==> src/rtl/strain_flex_sensor_evaluator_assert.svh <==
// ----------------------------------------------------------------------------
// Strain flex sensor evaluator assertion macros
// Shared concurrent assertion forms for the evaluator RTL.
// ----------------------------------------------------------------------------
`ifndef STRAIN_FLEX_SENSOR_EVALUATOR_ASSERT_SVH
`define STRAIN_FLEX_SENSOR_EVALUATOR_ASSERT_SVH

// The consequent must hold in the same cycle as the antecedent.
`define SFSE_ASSERT_SAME(label, clk, rst, ante, cons) \
   label: assert property (@(posedge clk) disable iff (rst) (ante) |-> (cons)) \
      else $error("sfse assertion failed");

// The consequent must hold in the cycle after the antecedent.
`define SFSE_ASSERT_NEXT(label, clk, rst, ante, cons) \
   label: assert property (@(posedge clk) disable iff (rst) (ante) |=> (cons)) \
      else $error("sfse assertion failed");

`endif

==> src/rtl/sfse_pkg.sv <==
// ----------------------------------------------------------------------------
// Strain flex sensor evaluator package
// Payload, configuration and control types, codes and the tangent table.
// ----------------------------------------------------------------------------
`timescale 1ns / 1ps
`default_nettype none

package sfse_pkg;

   localparam int CHANNELS   = 4;
   localparam int CSR_IDX_W  = 3;
   localparam int CSR_DATA_W = 12;
   localparam int DIV_NUM_W  = 32;
   localparam int DIV_DEN_W  = 16;
   localparam int DIV_CNT_W  = 6;

   localparam logic [CSR_IDX_W-1:0] CSR_FULL_SCALE = 3'd0;
   localparam logic [CSR_IDX_W-1:0] CSR_YELLOW     = 3'd1;
   localparam logic [CSR_IDX_W-1:0] CSR_RED        = 3'd2;
   localparam logic [CSR_IDX_W-1:0] CSR_SPAN       = 3'd3;
   localparam logic [CSR_IDX_W-1:0] CSR_GAIN_A     = 3'd4;
   localparam logic [CSR_IDX_W-1:0] CSR_GAIN_B     = 3'd5;

   localparam logic [1:0] MODE_SAMPLE = 2'd0;
   localparam logic [1:0] MODE_ZERO   = 2'd1;
   localparam logic [1:0] MODE_EVAL   = 2'd2;

   localparam logic [1:0] LEVEL_GREEN  = 2'd0;
   localparam logic [1:0] LEVEL_YELLOW = 2'd1;
   localparam logic [1:0] LEVEL_RED    = 2'd2;

   localparam logic [15:0] PERCENT_MAX = 16'h7fff;
   localparam logic [15:0] PERCENT_MIN = 16'h8000;

   localparam logic [9:0] TAN512 [0:45] = '{
      10'd0,   10'd9,   10'd18,  10'd27,  10'd36,  10'd45,  10'd54,  10'd63,
      10'd72,  10'd81,  10'd90,  10'd100, 10'd109, 10'd118, 10'd128, 10'd137,
      10'd147, 10'd157, 10'd166, 10'd176, 10'd186, 10'd197, 10'd207, 10'd217,
      10'd228, 10'd239, 10'd250, 10'd261, 10'd272, 10'd284, 10'd296, 10'd308,
      10'd320, 10'd332, 10'd345, 10'd359, 10'd372, 10'd386, 10'd400, 10'd415,
      10'd430, 10'd445, 10'd461, 10'd477, 10'd494, 10'd512
   };

   typedef struct packed {
      logic [1:0] mode;
      logic [9:0] sample_flex_a;
      logic [9:0] sample_flex_b;
      logic [9:0] sample_stretch_a;
      logic [9:0] sample_stretch_b;
   } req_type;

   typedef struct packed {
      logic [15:0]        location_q8;
      logic [13:0]        depth_q8;
      logic signed [15:0] stretch_percent;
      logic [1:0]         load_level;
      logic               angle_fault;
   } rsp_type;

   typedef struct packed {
      logic [11:0] stretch_full_scale;
      logic [9:0]  yellow_threshold;
      logic [9:0]  red_threshold;
      logic [7:0]  span_length_cm;
      logic [7:0]  gain_a_tenths;
      logic [7:0]  gain_b_tenths;
   } cfg_type;

   typedef struct packed {
      logic sample_rd;
      logic sample_upd;
      logic avg_start;
      logic zero_capture;
   } lane_ctrl_type;

   function automatic logic [9:0] tan_lookup(input logic [5:0] idx);
      logic [9:0] val;
      val = 10'd0;
      if (idx < 6'd46) begin
         val = TAN512[idx];
      end
      return val;
   endfunction

endpackage

`default_nettype wire

==> src/rtl/strain_flex_sensor_evaluator.sv <==
// ----------------------------------------------------------------------------
// Strain flex sensor evaluator
// Four sensor lanes keep sliding sample windows; an evaluation merges their
// averages into stretch percent, load level, span location and depth.
//
// Transactions enter on req_valid/req_ready and carry a mode. A sample
// transaction registers its sample, then writes one window slot per lane in
// S_SAMPLE. A zero transaction copies the lane averages into the zero
// registers. Neither produces a result. An evaluate transaction presents its
// result on rsp_valid, and the next transaction is accepted only once that
// result is in the output register: the lanes average their running sums
// with a reciprocal multiply, then the merge stage runs three 32-step
// divisions on one shared divider.
// One transaction is processed at a time; req_ready is high while the block
// is idle, also while a result still waits on rsp_valid/rsp_ready.
// When the receiver stalls, a finished evaluation holds until the output
// register is free. Reset restores the register defaults and empties the
// sample windows through a fill count; no clearing pass is needed. The user
// writes configuration via csr_we/csr_index/csr_wdata while idle (unenforced).
// ----------------------------------------------------------------------------
`timescale 1ns / 1ps
`default_nettype none

`include "strain_flex_sensor_evaluator_assert.svh"

module strain_flex_sensor_evaluator #(
   parameter int WINDOW      = 8,
   parameter int SAMPLE_BITS = 10
) (
   input  wire logic                               clock,
   input  wire logic                               reset,
   input  wire logic                               req_valid,
   output logic                                    req_ready,
   input  wire sfse_pkg::req_type                  req_data,
   output logic                                    rsp_valid,
   input  wire logic                               rsp_ready,
   output sfse_pkg::rsp_type                       rsp_data,
   input  wire logic                               csr_we,
   input  wire logic [sfse_pkg::CSR_IDX_W-1:0]     csr_index,
   input  wire logic [sfse_pkg::CSR_DATA_W-1:0]    csr_wdata
);

   typedef enum logic [4:0] {
      S_IDLE   = 5'b00001,
      S_SAMPLE = 5'b00010,
      S_AVG    = 5'b00100,
      S_MERGE  = 5'b01000,
      S_OUT    = 5'b10000
   } state_type;

   state_type                 state_ff, state_in;
   sfse_pkg::cfg_type         cfg_ff, cfg_in;
   logic                      rsp_valid_ff, rsp_valid_in;
   sfse_pkg::rsp_type         rsp_data_ff, rsp_data_in;
   sfse_pkg::lane_ctrl_type   lane_ctrl;
   logic [SAMPLE_BITS-1:0]    lane_sample [sfse_pkg::CHANNELS];
   logic [SAMPLE_BITS-1:0]    lane_avg    [sfse_pkg::CHANNELS];
   logic [SAMPLE_BITS-1:0]    lane_zero   [sfse_pkg::CHANNELS];
   logic [sfse_pkg::CHANNELS-1:0] lane_busy;
   logic                      accept;
   logic                      merge_start, merge_done;
   sfse_pkg::rsp_type         merge_result;
   logic                      out_stalled;

   assign req_ready = (state_ff == S_IDLE);
   assign accept    = req_valid && req_ready;

   assign lane_sample[0] = SAMPLE_BITS'(req_data.sample_flex_a);
   assign lane_sample[1] = SAMPLE_BITS'(req_data.sample_flex_b);
   assign lane_sample[2] = SAMPLE_BITS'(req_data.sample_stretch_a);
   assign lane_sample[3] = SAMPLE_BITS'(req_data.sample_stretch_b);

   for (genvar g = 0; g < sfse_pkg::CHANNELS; g++) begin : g_lane
      sfse_lane #(
         .WINDOW     (WINDOW),
         .SAMPLE_BITS(SAMPLE_BITS)
      ) u_lane (
         .clock (clock),
         .reset (reset),
         .ctrl  (lane_ctrl),
         .sample(lane_sample[g]),
         .avg   (lane_avg[g]),
         .zero  (lane_zero[g]),
         .busy  (lane_busy[g])
      );
   end

   sfse_merge #(
      .SAMPLE_BITS(SAMPLE_BITS)
   ) u_merge (
      .clock (clock),
      .reset (reset),
      .start (merge_start),
      .cfg   (cfg_ff),
      .avg   (lane_avg),
      .zero  (lane_zero),
      .done  (merge_done),
      .result(merge_result)
   );

   always_comb begin
      cfg_in = cfg_ff;
      if (csr_we) begin
         unique case (csr_index)
            sfse_pkg::CSR_FULL_SCALE: cfg_in.stretch_full_scale = csr_wdata;
            sfse_pkg::CSR_YELLOW:     cfg_in.yellow_threshold   = csr_wdata[9:0];
            sfse_pkg::CSR_RED:        cfg_in.red_threshold      = csr_wdata[9:0];
            sfse_pkg::CSR_SPAN:       cfg_in.span_length_cm     = csr_wdata[7:0];
            sfse_pkg::CSR_GAIN_A:     cfg_in.gain_a_tenths      = csr_wdata[7:0];
            sfse_pkg::CSR_GAIN_B:     cfg_in.gain_b_tenths      = csr_wdata[7:0];
            default: begin
               cfg_in = cfg_ff;
            end
         endcase
      end
   end

   always_comb begin
      lane_ctrl.sample_rd    = 1'b0;
      lane_ctrl.sample_upd   = (state_ff == S_SAMPLE);
      lane_ctrl.avg_start    = 1'b0;
      lane_ctrl.zero_capture = 1'b0;
      merge_start            = 1'b0;
      rsp_valid_in           = rsp_valid_ff && !rsp_ready;
      rsp_data_in            = rsp_data_ff;
      state_in               = state_ff;
      unique case (state_ff)
         S_IDLE: begin
            if (accept) begin
               unique case (req_data.mode)
                  sfse_pkg::MODE_SAMPLE: begin
                     lane_ctrl.sample_rd = 1'b1;
                     state_in            = S_SAMPLE;
                  end
                  sfse_pkg::MODE_ZERO: begin
                     lane_ctrl.zero_capture = 1'b1;
                  end
                  sfse_pkg::MODE_EVAL: begin
                     lane_ctrl.avg_start = 1'b1;
                     state_in            = S_AVG;
                  end
                  default: begin
                     state_in = S_IDLE;
                  end
               endcase
            end
         end
         S_SAMPLE: begin
            state_in = S_IDLE;
         end
         S_AVG: begin
            if (lane_busy == '0) begin
               merge_start = 1'b1;
               state_in    = S_MERGE;
            end
         end
         S_MERGE: begin
            if (merge_done) begin
               state_in = S_OUT;
            end
         end
         S_OUT: begin
            if (!rsp_valid_ff || rsp_ready) begin
               rsp_valid_in = 1'b1;
               rsp_data_in  = merge_result;
               state_in     = S_IDLE;
            end
         end
         default: begin
            state_in = S_IDLE;
         end
      endcase
   end

   always_ff @(posedge clock) begin
      if (reset) begin
         state_ff                  <= S_IDLE;
         rsp_valid_ff              <= 1'b0;
         cfg_ff.stretch_full_scale <= 12'd600;
         cfg_ff.yellow_threshold   <= 10'd10;
         cfg_ff.red_threshold      <= 10'd20;
         cfg_ff.span_length_cm     <= 8'd18;
         cfg_ff.gain_a_tenths      <= 8'd19;
         cfg_ff.gain_b_tenths      <= 8'd6;
      end else begin
         state_ff     <= state_in;
         rsp_valid_ff <= rsp_valid_in;
         cfg_ff       <= cfg_in;
      end
      rsp_data_ff <= rsp_data_in;
   end

   assign rsp_valid = rsp_valid_ff;
   assign rsp_data  = rsp_data_ff;

   assign out_stalled = (state_ff == S_OUT) && rsp_valid_ff && !rsp_ready;

   `SFSE_ASSERT_SAME(a_merge_done_in_merge, clock, reset, merge_done, state_ff == S_MERGE)
   `SFSE_ASSERT_SAME(a_lane_busy_in_avg, clock, reset, lane_busy[0], state_ff == S_AVG)
   `SFSE_ASSERT_NEXT(a_out_waits_on_stall, clock, reset, out_stalled, state_ff == S_OUT)

endmodule

`default_nettype wire

==> src/rtl/sfse_ram.sv <==
// ----------------------------------------------------------------------------
// Generic RAM
// One write port and one read port with registered read data.
// ----------------------------------------------------------------------------
`timescale 1ns / 1ps
`default_nettype none

module sfse_ram #(
   parameter int WIDTH = 10,
   parameter int DEPTH = 8
) (
   input  wire logic                     clock,
   input  wire logic                     we,
   input  wire logic [$clog2(DEPTH)-1:0] waddr,
   input  wire logic [WIDTH-1:0]         wdata,
   input  wire logic [$clog2(DEPTH)-1:0] raddr,
   output logic      [WIDTH-1:0]         rdata
);

   logic [WIDTH-1:0] mem [DEPTH];

   always_ff @(posedge clock) begin
      if (we) begin
         mem[waddr] <= wdata;
      end
      rdata <= mem[raddr];
   end

endmodule

`default_nettype wire

==> src/rtl/sfse_lane.sv <==
// ----------------------------------------------------------------------------
// Sensor channel lane
// Sample window with running sum, reciprocal-multiply average and zero register.
// ----------------------------------------------------------------------------
`timescale 1ns / 1ps
`default_nettype none

module sfse_lane #(
   parameter int WINDOW      = 8,
   parameter int SAMPLE_BITS = 10
) (
   input  wire logic                      clock,
   input  wire logic                      reset,
   input  wire sfse_pkg::lane_ctrl_type   ctrl,
   input  wire logic [SAMPLE_BITS-1:0]    sample,
   output logic      [SAMPLE_BITS-1:0]    avg,
   output logic      [SAMPLE_BITS-1:0]    zero,
   output logic                           busy
);

   localparam int PW   = $clog2(WINDOW);
   localparam int FILW = $clog2(WINDOW + 1);
   localparam int SUMW = SAMPLE_BITS + PW;
   localparam int SH   = SUMW + PW;
   localparam int RW   = SUMW + 1;
   localparam logic [RW-1:0]     RECIP    =
      RW'(((longint'(1) << SH) + longint'(WINDOW) - 1) / longint'(WINDOW));
   localparam logic [PW-1:0]     PTR_LAST = PW'(WINDOW - 1);
   localparam logic [FILW-1:0]   FILL_MAX = FILW'(WINDOW);

   logic [PW-1:0]          wptr_ff, wptr_in;
   logic [FILW-1:0]        fill_ff, fill_in;
   logic [SUMW-1:0]        sum_ff, sum_in;
   logic [SAMPLE_BITS-1:0] new_ff, new_in;
   logic                   busy_ff, busy_in;
   logic [SAMPLE_BITS-1:0] avg_ff, avg_in;
   logic [SAMPLE_BITS-1:0] zero_ff, zero_in;
   logic [SAMPLE_BITS-1:0] old_data;
   logic [SAMPLE_BITS-1:0] old_used;
   logic [SUMW+RW-1:0]     avg_prod;

   sfse_ram #(
      .WIDTH(SAMPLE_BITS),
      .DEPTH(WINDOW)
   ) u_window (
      .clock(clock),
      .we   (ctrl.sample_upd),
      .waddr(wptr_ff),
      .wdata(new_ff),
      .raddr(wptr_ff),
      .rdata(old_data)
   );

   always_comb begin
      wptr_in  = wptr_ff;
      fill_in  = fill_ff;
      sum_in   = sum_ff;
      new_in   = new_ff;
      busy_in  = busy_ff;
      avg_in   = avg_ff;
      zero_in  = zero_ff;
      old_used = (fill_ff == FILL_MAX) ? old_data : '0;
      avg_prod = {{RW{1'b0}}, sum_ff} * {{SUMW{1'b0}}, RECIP};
      if (ctrl.sample_rd) begin
         new_in = sample;
      end
      if (ctrl.sample_upd) begin
         sum_in  = sum_ff - SUMW'(old_used) + SUMW'(new_ff);
         wptr_in = (wptr_ff == PTR_LAST) ? '0 : wptr_ff + 1'b1;
         if (fill_ff != FILL_MAX) begin
            fill_in = fill_ff + 1'b1;
         end
      end
      if (ctrl.zero_capture) begin
         zero_in = avg_ff;
      end
      if (ctrl.avg_start) begin
         busy_in = 1'b1;
      end else if (busy_ff) begin
         busy_in = 1'b0;
         avg_in  = avg_prod[SH +: SAMPLE_BITS];
      end
   end

   always_ff @(posedge clock) begin
      if (reset) begin
         wptr_ff <= '0;
         fill_ff <= '0;
         sum_ff  <= '0;
         busy_ff <= 1'b0;
         avg_ff  <= '0;
         zero_ff <= '0;
      end else begin
         wptr_ff <= wptr_in;
         fill_ff <= fill_in;
         sum_ff  <= sum_in;
         busy_ff <= busy_in;
         avg_ff  <= avg_in;
         zero_ff <= zero_in;
      end
      new_ff <= new_in;
   end

   assign avg  = avg_ff;
   assign zero = zero_ff;
   assign busy = busy_ff;

endmodule

`default_nettype wire

==> src/rtl/sfse_div.sv <==
// ----------------------------------------------------------------------------
// Sequential divider
// Unsigned restoring divider producing one quotient bit per cycle.
// ----------------------------------------------------------------------------
`timescale 1ns / 1ps
`default_nettype none

module sfse_div (
   input  wire logic                           clock,
   input  wire logic                           reset,
   input  wire logic                           start,
   input  wire logic [sfse_pkg::DIV_NUM_W-1:0] num,
   input  wire logic [sfse_pkg::DIV_DEN_W-1:0] den,
   output logic                                busy,
   output logic      [sfse_pkg::DIV_NUM_W-1:0] quot
);

   localparam int NW = sfse_pkg::DIV_NUM_W;
   localparam int DW = sfse_pkg::DIV_DEN_W;
   localparam int CW = sfse_pkg::DIV_CNT_W;

   logic [DW-1:0] rem_ff, rem_in;
   logic [DW-1:0] den_ff, den_in;
   logic [NW-1:0] q_ff, q_in;
   logic [CW-1:0] cnt_ff, cnt_in;
   logic          busy_ff, busy_in;
   logic [DW:0]   trial;
   logic          ge;

   always_comb begin
      rem_in  = rem_ff;
      den_in  = den_ff;
      q_in    = q_ff;
      cnt_in  = cnt_ff;
      busy_in = busy_ff;
      trial   = {rem_ff, q_ff[NW-1]};
      ge      = trial >= {1'b0, den_ff};
      if (start) begin
         rem_in  = '0;
         den_in  = den;
         q_in    = num;
         cnt_in  = CW'(NW);
         busy_in = 1'b1;
      end else if (busy_ff) begin
         rem_in = ge ? DW'(trial - {1'b0, den_ff}) : trial[DW-1:0];
         q_in   = {q_ff[NW-2:0], ge};
         cnt_in = cnt_ff - 1'b1;
         if (cnt_ff == CW'(1)) begin
            busy_in = 1'b0;
         end
      end
   end

   always_ff @(posedge clock) begin
      if (reset) begin
         cnt_ff  <= '0;
         busy_ff <= 1'b0;
      end else begin
         cnt_ff  <= cnt_in;
         busy_ff <= busy_in;
      end
      rem_ff <= rem_in;
      den_ff <= den_in;
      q_ff   <= q_in;
   end

   assign busy = busy_ff;
   assign quot = q_ff;

endmodule

`default_nettype wire

==> src/rtl/sfse_merge.sv <==
// ----------------------------------------------------------------------------
// Lane merge stage
// Combines lane averages into stretch percent, load level, location and depth.
// ----------------------------------------------------------------------------
`timescale 1ns / 1ps
`default_nettype none

module sfse_merge #(
   parameter int SAMPLE_BITS = 10
) (
   input  wire logic                   clock,
   input  wire logic                   reset,
   input  wire logic                   start,
   input  wire sfse_pkg::cfg_type      cfg,
   input  wire logic [SAMPLE_BITS-1:0] avg  [sfse_pkg::CHANNELS],
   input  wire logic [SAMPLE_BITS-1:0] zero [sfse_pkg::CHANNELS],
   output logic                        done,
   output sfse_pkg::rsp_type           result
);

   localparam int DW = SAMPLE_BITS + 1;
   localparam int AW = SAMPLE_BITS + 10;
   localparam int FW = ((SAMPLE_BITS > 12) ? SAMPLE_BITS : 12) + 1;
   localparam int PW = SAMPLE_BITS + 9;
   localparam int QW = PW - 1;
   localparam logic signed [AW-1:0] ANG_MAX = AW'(450);
   localparam logic signed [PW-1:0] PCT_HI  = PW'(32767);
   localparam logic signed [PW-1:0] PCT_LO  = PW'(-32768);

   typedef enum logic [6:0] {
      M_IDLE = 7'b0000001,
      M_ANG  = 7'b0000010,
      M_TAN  = 7'b0000100,
      M_PCT  = 7'b0001000,
      M_SQ   = 7'b0010000,
      M_LOC  = 7'b0100000,
      M_DEP  = 7'b1000000
   } mstate_type;

   mstate_type             state_ff, state_in;
   logic signed [DW-1:0]   diff_ff [sfse_pkg::CHANNELS];
   logic signed [DW-1:0]   diff_in [sfse_pkg::CHANNELS];
   logic signed [DW-1:0]   stretch_ff, stretch_in;
   logic signed [FW-1:0]   divisor_ff, divisor_in;
   logic signed [AW-1:0]   ang_a_ff, ang_a_in, ang_b_ff, ang_b_in;
   logic [9:0]             ta_ff, ta_in, tb_ff, tb_in;
   logic                   zang_ff, zang_in, bad_ff, bad_in;
   logic [15:0]            pct_ff, pct_in;
   logic [1:0]             level_ff, level_in;
   logic [15:0]            loc_ff, loc_in;
   logic [19:0]            sq_ff, sq_in;
   sfse_pkg::rsp_type      result_ff, result_in;
   logic                   done_ff, done_in;

   logic [DW:0]            ssum;
   logic [SAMPLE_BITS:0]   zsum;
   logic [DW-1:0]          stretch_mag;
   logic [FW-1:0]          divisor_mag;
   logic [16:0]            prod_a, prod_b;
   logic [19:0]            sq_a, sq_b;
   logic [17:0]            loc_prod;
   logic [27:0]            dep_prod;
   logic [10:0]            tsum;
   logic [QW-1:0]          pct_q;
   logic signed [PW-1:0]   pct_s;
   logic                   neg, ok, fault;
   logic                   div_start, div_busy;
   logic [sfse_pkg::DIV_NUM_W-1:0] div_num, div_quot;
   logic [sfse_pkg::DIV_DEN_W-1:0] div_den;

   sfse_div u_div (
      .clock(clock),
      .reset(reset),
      .start(div_start),
      .num  (div_num),
      .den  (div_den),
      .busy (div_busy),
      .quot (div_quot)
   );

   always_comb begin
      for (int c = 0; c < sfse_pkg::CHANNELS; c++) begin
         diff_in[c] = $signed({1'b0, avg[c]}) - $signed({1'b0, zero[c]});
      end
      ssum        = {diff_in[2][DW-1], diff_in[2]} + {diff_in[3][DW-1], diff_in[3]};
      stretch_in  = ssum[DW:1];
      zsum        = {1'b0, zero[2]} + {1'b0, zero[3]};
      divisor_in  = $signed({{(FW - 12){1'b0}}, cfg.stretch_full_scale})
                  - $signed({{(FW - SAMPLE_BITS){1'b0}}, zsum[SAMPLE_BITS:1]});
      stretch_mag = stretch_ff[DW-1] ? (~stretch_ff + 1'b1) : stretch_ff;
      divisor_mag = divisor_ff[FW-1] ? (~divisor_ff + 1'b1) : divisor_ff;
      ang_a_in    = $signed({1'b0, cfg.gain_a_tenths}) * diff_ff[0];
      ang_b_in    = $signed({1'b0, cfg.gain_b_tenths}) * diff_ff[1];
      prod_a      = ang_a_ff[8:0] * 8'd205;
      prod_b      = ang_b_ff[8:0] * 8'd205;
      ta_in       = sfse_pkg::tan_lookup(prod_a[16:11]);
      tb_in       = sfse_pkg::tan_lookup(prod_b[16:11]);
      zang_in     = (ang_a_ff == '0) || (ang_b_ff == '0);
      bad_in      = ang_a_ff[AW-1] || ang_b_ff[AW-1]
                  || (ang_a_ff > ANG_MAX) || (ang_b_ff > ANG_MAX);
      sq_a        = ta_ff * ta_ff;
      sq_b        = tb_ff * tb_ff;
      sq_in       = sq_a + sq_b;
      tsum        = {1'b0, ta_ff} + {1'b0, tb_ff};
      loc_prod    = cfg.span_length_cm * ta_ff;
      dep_prod    = cfg.span_length_cm * sq_ff;
      pct_q       = div_quot[QW-1:0];
      neg         = stretch_ff[DW-1] ^ divisor_ff[FW-1];
      pct_s       = neg ? -$signed({1'b0, pct_q}) : $signed({1'b0, pct_q});
      ok          = !zang_ff && !bad_ff && (tsum != '0);
      fault       = !zang_ff && (bad_ff || (tsum == '0));

      if (divisor_ff == '0) begin
         pct_in   = stretch_ff[DW-1] ? sfse_pkg::PERCENT_MIN : sfse_pkg::PERCENT_MAX;
         level_in = sfse_pkg::LEVEL_RED;
      end else begin
         priority if (pct_s < $signed(PW'(cfg.yellow_threshold))) begin
            level_in = sfse_pkg::LEVEL_GREEN;
         end else if (pct_s < $signed(PW'(cfg.red_threshold))) begin
            level_in = sfse_pkg::LEVEL_YELLOW;
         end else begin
            level_in = sfse_pkg::LEVEL_RED;
         end
         priority if (pct_s > PCT_HI) begin
            pct_in = sfse_pkg::PERCENT_MAX;
         end else if (pct_s < PCT_LO) begin
            pct_in = sfse_pkg::PERCENT_MIN;
         end else begin
            pct_in = pct_s[15:0];
         end
      end

      loc_in                     = div_quot[15:0];
      result_in.location_q8      = ok ? loc_ff : '0;
      result_in.depth_q8         = ok ? div_quot[13:0] : '0;
      result_in.stretch_percent  = pct_ff;
      result_in.load_level       = level_ff;
      result_in.angle_fault      = fault;

      div_start = 1'b0;
      div_num   = {7'b0, dep_prod[27:3]};
      div_den   = {5'b0, tsum};
      done_in   = 1'b0;
      state_in  = state_ff;
      unique case (state_ff)
         M_IDLE: begin
            if (start) begin
               state_in = M_ANG;
            end
         end
         M_ANG: begin
            div_start = 1'b1;
            div_num   = sfse_pkg::DIV_NUM_W'(stretch_mag) * 32'd100;
            div_den   = sfse_pkg::DIV_DEN_W'(divisor_mag);
            state_in  = M_TAN;
         end
         M_TAN: begin
            state_in = M_PCT;
         end
         M_PCT: begin
            if (!div_busy) begin
               state_in = M_SQ;
            end
         end
         M_SQ: begin
            div_start = 1'b1;
            div_num   = {6'b0, loc_prod, 8'b0};
            state_in  = M_LOC;
         end
         M_LOC: begin
            if (!div_busy) begin
               div_start = 1'b1;
               state_in  = M_DEP;
            end
         end
         M_DEP: begin
            if (!div_busy) begin
               done_in  = 1'b1;
               state_in = M_IDLE;
            end
         end
         default: begin
            state_in = M_IDLE;
         end
      endcase
   end

   always_ff @(posedge clock) begin
      if (reset) begin
         state_ff <= M_IDLE;
         done_ff  <= 1'b0;
      end else begin
         state_ff <= state_in;
         done_ff  <= done_in;
      end
      if (state_ff == M_IDLE && start) begin
         diff_ff    <= diff_in;
         stretch_ff <= stretch_in;
         divisor_ff <= divisor_in;
      end
      if (state_ff == M_ANG) begin
         ang_a_ff <= ang_a_in;
         ang_b_ff <= ang_b_in;
      end
      if (state_ff == M_TAN) begin
         ta_ff   <= ta_in;
         tb_ff   <= tb_in;
         zang_ff <= zang_in;
         bad_ff  <= bad_in;
      end
      if (state_ff == M_PCT && !div_busy) begin
         pct_ff   <= pct_in;
         level_ff <= level_in;
      end
      if (state_ff == M_SQ) begin
         sq_ff <= sq_in;
      end
      if (state_ff == M_LOC && !div_busy) begin
         loc_ff <= loc_in;
      end
      if (state_ff == M_DEP && !div_busy) begin
         result_ff <= result_in;
      end
   end

   assign done   = done_ff;
   assign result = result_ff;

endmodule

`default_nettype wire

==> config.mk <==
export PLATFORM = sky130hd
export DESIGN_NAME = strain_flex_sensor_evaluator
export DESIGN_NICKNAME = d
export VERILOG_FILES = /design/src/rtl/sfse_pkg.sv /design/src/rtl/strain_flex_sensor_evaluator.sv /design/src/rtl/sfse_ram.sv /design/src/rtl/sfse_lane.sv /design/src/rtl/sfse_div.sv /design/src/rtl/sfse_merge.sv
export VERILOG_INCLUDE_DIRS = /design/src /design/src/rtl
export SDC_FILE = /design/constraint.sdc
export NUM_CORES = 2
export LEC_CHECK = 0
export ABC_CLOCK_PERIOD_IN_PS = 5750
export BUFFER_PORTS_ARGS = -buffer_cell sky130_fd_sc_hd__buf_4
export CAP_MARGIN = 25
export CORE_MARGIN = 2
export CORE_UTILIZATION = 40
export CTS_CLUSTER_SIZE = 8
export DETAILED_ROUTE_END_ITERATION = 6
export PLACE_DENSITY = 0.66
export RECOVER_POWER = 50
export SYNTH_ARGS = -nofsm -noshare
export SYNTH_HDL_FRONTEND = slang
export SYNTH_SLANG_ARGS = --single-unit
==> constraint.sdc <==
create_clock -name clock -period 5.75 [get_ports clock]
set_input_delay 1.15 -clock clock [delete_from_list [all_inputs] [get_ports clock]]
set_output_delay 1.15 -clock clock [all_outputs]
set_load 0.005 [all_outputs]
# After elaboration in Yosys (flattened, before gate mapping)
# Memories as Yosys holds them, arrays and structs flattened. A register that Yosys moved wholly into a read port is not among the register bits.
# Index checks and enable logic that the tools add are counted.
dict set report totals {
  register_bits 582
  ramBits 320
  mem_bits_ro 1280
  input_bits 62
  elab_cells 272
  n_memories 6
}
# memory depth width rd rd_clocked_by_memory_dff wr line
set memory_table {}
lappend memory_table {{(no name shown)} 64 10 1 1 0 sfse_pkg.sv:80} ;# val = TAN512[idx];
lappend memory_table {{(no name shown)} 64 10 1 1 0 sfse_pkg.sv:80}
lappend memory_table {{g_lane[0].u_lane.u_window.mem} 8 10 1 1 1 sfse_ram.sv:20} ;# logic [WIDTH-1:0] mem [DEPTH];
lappend memory_table {{g_lane[1].u_lane.u_window.mem} 8 10 1 1 1 sfse_ram.sv:20}
lappend memory_table {{g_lane[2].u_lane.u_window.mem} 8 10 1 1 1 sfse_ram.sv:20}
lappend memory_table {{g_lane[3].u_lane.u_window.mem} 8 10 1 1 1 sfse_ram.sv:20}
dict set report op_classes {
  addsub 30
  n_mul 9
  n_lt_le_gt_ge 9
  eq_ne 41
  mux 54
  n_bitwise 7
  reduce_logical 50
}
# cell count
set ops {}
lappend ops {{$mux 16} 5}
lappend ops {{$mux 32} 2}
lappend ops {{$add 13x10->13} 4}
lappend ops {{$pmux 26 s2} 1}
lappend ops {{$sub 13x10->13} 4}
lappend ops {{$pmux 7 s7} 1}
lappend ops {{$sub 10x10->11} 4}
lappend ops {{$gt 20x10->1 const B} 2}
lappend ops {{$logic_not 20->1} 2}
lappend ops {{$mul 10x10->20} 2}
lappend ops {{$mul 9x11->20} 2}
lappend ops {{$mux 10} 4}
lappend ops {{$lt 19x11->1} 2}
lappend ops {{$mul 9x8->17 const B} 2}
lappend ops {{$mul 8x20->28} 1}
lappend ops {{$mux 7} 4}
lappend ops {{$reduce_and 2->1} 13}
lappend ops {{$add 10x10->11} 2}
lappend ops {{$mux 11} 2}
lappend ops {{$add 20x20->20} 1}
lappend ops {{$mux 5} 4}
lappend ops {{$pmux 5 s4} 1}
lappend ops {{$gt 19x16->1 const B} 1}
lappend ops {{$lt 19x16->1 const B} 1}
lappend ops {{61 further kinds} 133}

# Depth between registers and ports, before layout
dict set report logic_depth {
  depth_word 6
  depth_mapped 24
  depth_no_buf 23
}

# Modules after synthesis
# From an unflattened synthesis, not the netlist that was laid out.
dict set report hier_totals {
  hier_cells 6410
  area_unflattened_um2 68672.1
}
# mod instances cells_per_inst area_per_inst_um2 seq_area_each_um2
set by_module_without_submodules {}
lappend by_module_without_submodules {sfse_merge 1 3957 36553.8 6496.2}
lappend by_module_without_submodules {sfse_ram 4 138 3333.2 2602.5}
lappend by_module_without_submodules {sfse_lane 4 305 2797.7 1121.1}
lappend by_module_without_submodules {strain_flex_sensor_evaluator 1 353 3872.5 2712.6}
lappend by_module_without_submodules {sfse_div 1 328 3722.3 1901.8}

# Worst setup path before layout
# No wires, ideal clock.
dict set report synth_timing {
  kind {register to register}
  startpoint {register u_merge.ta_ff[2]}
  endpoint {register u_merge.sq_ff[15], data pin}
  setup_ns 0.258
  t_arrival_ns 5.688
  t_required_ns 5.492
  setup_slack_ns -0.196
  stages_incl_launch_ff 22
  path_cell_list {edfxtp_1 -> clkbuf_1 -> clkbuf_1 -> nand2_1 -> fa_1 -> inv_1 -> ha_1 -> fa_1 -> fa_1 -> fa_1 -> fa_1 -> inv_1 -> fa_1 -> inv_1 -> ha_1 -> a21oi_1 -> o21ai_0 -> a41oi_1 -> a21oi_1 -> a21o_1 -> a21oi_1 -> xnor2_1}
}
dict set report synth_between {
  elab_chain_cells 2
}
# item line
set synth_lines {}
lappend synth_lines {{start, declared} sfse_merge.sv:46} ;# logic [9:0] ta_ff, ta_in, tb_ff, tb_in;
lappend synth_lines {{$mul 10x10->20} sfse_merge.sv:101} ;# sq_a = ta_ff * ta_ff;
lappend synth_lines {{$add 20x20->20} sfse_merge.sv:103} ;# sq_in = sq_a + sq_b;
lappend synth_lines {{via u_merge.sq_in[15]} sfse_merge.sv:51} ;# logic [19:0] sq_ff, sq_in;
lappend synth_lines {{end signal, assigned} sfse_merge.sv:216} ;# sq_ff <= sq_in;
lappend synth_lines {{end, declared} sfse_merge.sv:51}
# The timed path passes the listed nets, and every way through them passes these cells.
# A chain may end at the register's enable or synchronous reset.

# Final worst setup path
dict set report layout_timing {
  startpoint {register u_merge.ta_ff[3]}
  endpoint {register u_merge.sq_ff[18], data pin}
}
# Same word-level chain as after synthesis.

==> flow_summary_export.csv <==
group,metric,value,unit
routing,vias_per_cell,5.10,
global_route,grt_start_max_net_pins,103,
routing,drt-initial-drc-count,3093,
synth,avgSynthCellArea,10.2,um2
synth,synthesis.nets,7788,
timing,maxSlewHeadroom,-170,%
timing,skew,0.0373,ns
timing,tns,-0.111,ns
outcome,violations,"capacitance limit, slew limit, setup timing",
power,p_leak,32.7,nW
floorplanning,dieArea,172000,um2
cts,clk_pin_slew,0.05,ns
cts,worstSkewPairLatency,0.77,ns
layout,finalInstanceArea,77100,um2
timing,fmax,172,MHz
floorplanning,num_rows,150,
synth,syn_area,67700,um2
routing,drt-pass1-iter-count,5,
cts,h-tree-depth,4,
global_route,grt_pass1_vias,48400,
routing,antenna_left,0,
cts,cts.path.max_buffers,3,
cts,cts-buffers-inserted,140,
synth,synthCells,6635,
placement,dpl-instance-area,72100,um2
power,power.density,226,nW/um2
worst_setup_path,crit_type,"reg -> reg",
cts,cts.sinks,959,
floorplanning,die_x,415,um
worst_setup_path,path_cells,"buf_6 -> and2_4 -> fa_2 -> ha_2 -> inv_2 -> fa_1 -> fa_1 -> inv_1 -> fa_1 -> fa_1 -> inv_2 -> fa_1 -> inv_2 -> ha_4 -> a21oi_4 -> o21bai_1 -> a21o_1 -> a21oi_2 -> o211ai_1 -> buf_4 -> a31o_4 -> a21oi_2 -> xnor2_1",
floorplanning,core,168000,um2
synth,synth-warning-count,0,
hold_path,holdPathStages,0,
placement,pre_cts_ws,-0.196,ns
power,design_power_total,17.4,mW
worst_setup_path,crit_top_cell,"fa_1",
routing,drcViolationCount,0,
worst_setup_path,r2r_cells,23,
placement,io_buffers,112,
timing,setup_viol,2,
routing,routed_wl,154000,um
layout,drive_above_1_share,10.4,%
synth,postSynth.asyncResetShare,0,%
synth,synth_top_area_share,29.5,%
worst_setup_path,required,6.24,ns
worst_setup_path,end_kind,"register",
synth,ys.flop_type,"edfxtp_1",
worst_setup_path,startpoint_type,"register",
global_route,grt_antenna_before_repair,1,
power,ir_drop,0.304,mV
layout,area_delta_synth_final,14.0,%
synth,synth_area_leaders,"edfxtp_1, fa_1, ha_1",
timing,holdWs,0.414,ns
cts,cts_root_buffer,"clkbuf_16",
floorplanning,io_pins,113,
worst_setup_path,crit_slowest_cell,"fa_2",
layout,fillers,15400,
synth,yosysTopAreaCell,"edfxtp_1",
placement,gp_congestion,0.878,
outcome,status,"finished, violations left",
worst_setup_path,critPathMaxFanout,4,
routing,vias,46900,
timing,slew_viol_final,633,
layout,nNetsFinal,8045,
placement,dp.final_hpwl,113000,um
worst_setup_path,cp_slowest_stage_delay,0.53,ns
timing,setup_ws,-0.0685,ns
timing,fin_crit,5.82,ns
global_route,grt_pass1_wl,252000,um
global_route,grt_overflow,0,
timing,hold_viol_final,0,
cts,cts_tree,"yes",
hold_path,min_path_type,"reg -> reg",
synth,yosys_register_bits,959,
routing,wl_per_cell,16.7,um
synth,synth_edf_count,665,
job,maxCapViolations,12,
timing,min_period_over_period,101,%
synth,ys_seq_area_share,38.2,%
synth,ys_types,89,
timing,grt_setup_unrepaired,"yes",
floorplanning,start_util,40.4,%
timing,worst_pin_slew,4.05,ns
floorplanning,dieHeight,415,um
worst_setup_path,worstPathArrival,6.31,ns
global_route,grtUsageTotal,17.9,%
[critical path, delay by kind of cell (launching register included)]
kind,cells,cell delay (ns)
AOI/OAI and AO/OA,7,1.10
xor gates and xnor gates,1,0.07
DFF,1,0.41
and+or+nand+nor,1,0.14
adders and majority gates,8,3.34
buffers and inverters,6,0.49
[report_power, final]
group	switching [mW]	total, mW	leakage [nW]	internal (mW)
sequential	0.0707	7.53	8.27	7.46
clock	3.12	7.81	1.99	4.69
combinational	1.16	2.05	22.4	0.892
total	4.35	17.4	32.7	13.0
[state kept, by name, indices dropped and copies added (netlist names), 11 cells and up]
name / flops
g_lane.u_lane.zero: 40
u_merge.sq_ff: 20
g_lane.u_lane.new_ff: 40
u_merge.u_div.den_ff: 13
u_merge.divisor_ff: 13
u_merge.u_div.quot: 32
g_lane.u_lane.wptr_ff: 12
cfg_ff: 56
u_merge.loc_ff: 16
g_lane.u_lane.fill_ff: 16
g_lane.u_lane.u_window.rdata: 40
g_lane.u_lane.avg: 40
u_merge.result: 49
u_merge.diff_ff: 22
g_lane.u_lane.sum_ff: 52
u_merge.u_div.rem_ff: 16
u_merge.stretch_ff: 11
u_merge.ang_a_ff: 20
u_merge.pct_ff: 16
rsp_data: 49
g_lane.u_lane.u_window.mem: 320
u_merge.ang_b_ff: 20
[metrics by stage]
step	util, %	std cells
2_1_floorplan	-	6635
3_3_place_gp	43.0	8900
3_5_place_dp	43.0	8908
4_1_cts	45.7	9157
5_1_grt	46.0	9196
6_report	46.0	9197
[per-layer routing]
layer  share of wire (%)  routed length [um]  global-route usage, %
met2                  49               74900                   30.4
met4                 2.5                3910                   5.72
met5                   0                   0                      0
met1                  44               67500                   23.3
met3                 4.7                7270                   2.87
[placed cells by master, fill, tap and decap left out, types with 21 or more instances in the layout]
cell type,n
inv_1,1005
nand2_1,753
edfxtp_1,665
ha_1,560
fa_1,503
a21oi_1,381
and2_1,308
nor2_1,305
dfxtp_1,292
buf_4,261
o21ai_0,182
xnor2_1,171
clkbuf_16,141
clkbuf_1,104
nor3_1,100
xor2_1,81
a21o_1,69
mux2i_1,68
nor2b_1,61
nand3_1,61
and3_1,57
a21boi_0,36
clkbuf_4,35
nand2b_1,34
or3_1,33
mux2_2,33
mux4_2,29
buf_6,29
a22oi_1,27
inv_2,26
o21bai_1,25
a31oi_1,24
nor4_1,23
o211ai_1,22
a221oi_1,22
nand3b_1,21
[final cells by class]
type | instances | area (um2) | area share (%)
antenna | 1 | 2.50 | 0.00324
clock buffer | 225 | 3850 | 5.00
clock inverter | 17 | 333 | 0.432
inverter | 1033 | 3880 | 5.03
multi-input combinational | 4398 | 37600 | 48.7
sequential | 959 | 25900 | 33.5
tap | 2204 | 2760 | 3.58
timing repair buffer | 360 | 2850 | 3.69
[cells by family (layout without fill, tap and decap cells)]
kind of cell    count (synthesis)  after routing  share of synthesized area [%]
other cells                     0              1                              0
simple gates                 1919           1919                           13.7
flops                         959            959                           38.2
fa+ha+maj                    1091           1091                           25.9
buf+inv                      1278           1635                           7.12
mux                           134            134                           2.59
compound gates                999            999                           9.19
xor+xnor                      255            255                           3.31
[repair_timing]
item                       in CTS  in global routing
pin swaps                      34                 78
gates resized for setup        36                110
gates cloned                    0                  0
buffers inserted                7                 34
setup endpoints to repair       6                 22
hold buffers                    0                  0
[path summary, 6_finish.rpt]
check | start | endpoint | slack, ns
min | u_merge.result[33] | rsp_data[33] | 0.41
max reg2reg | u_merge.ta_ff[3] | u_merge.sq_ff[18] | -0.07
max | u_merge.ta_ff[3] | u_merge.sq_ff[18] | -0.07
min reg2reg | u_merge.result[33] | rsp_data[33] | 0.41
[cell usage after synthesis (all sizes together), types with 13 or more instances]
cell type,count
o211ai,22
nor3,112
xor2,83
nor3b,13
a221oi,22
o21a,17
mux2,36
mux4,29
nand2,775
o21ai,185
nand2b,35
dfxtp,294
nor2,308
fa,512
o21bai,25
edfxtp,665
or2,20
a21o,69
a21oi,391
o31ai,19
nand3,63
inv,1031
a211oi,21
and3,59
a211o,17
a31oi,24
nor4,25
a21boi,38
clkbuf,219
nand3b,21
a22oi,27
or3,35
nand4,19
ha,579
buf,26
o22ai,20
mux2i,69
nor2b,62
xnor2,172
and2,323
Note: power is estimated with default switching activity, not from simulation.
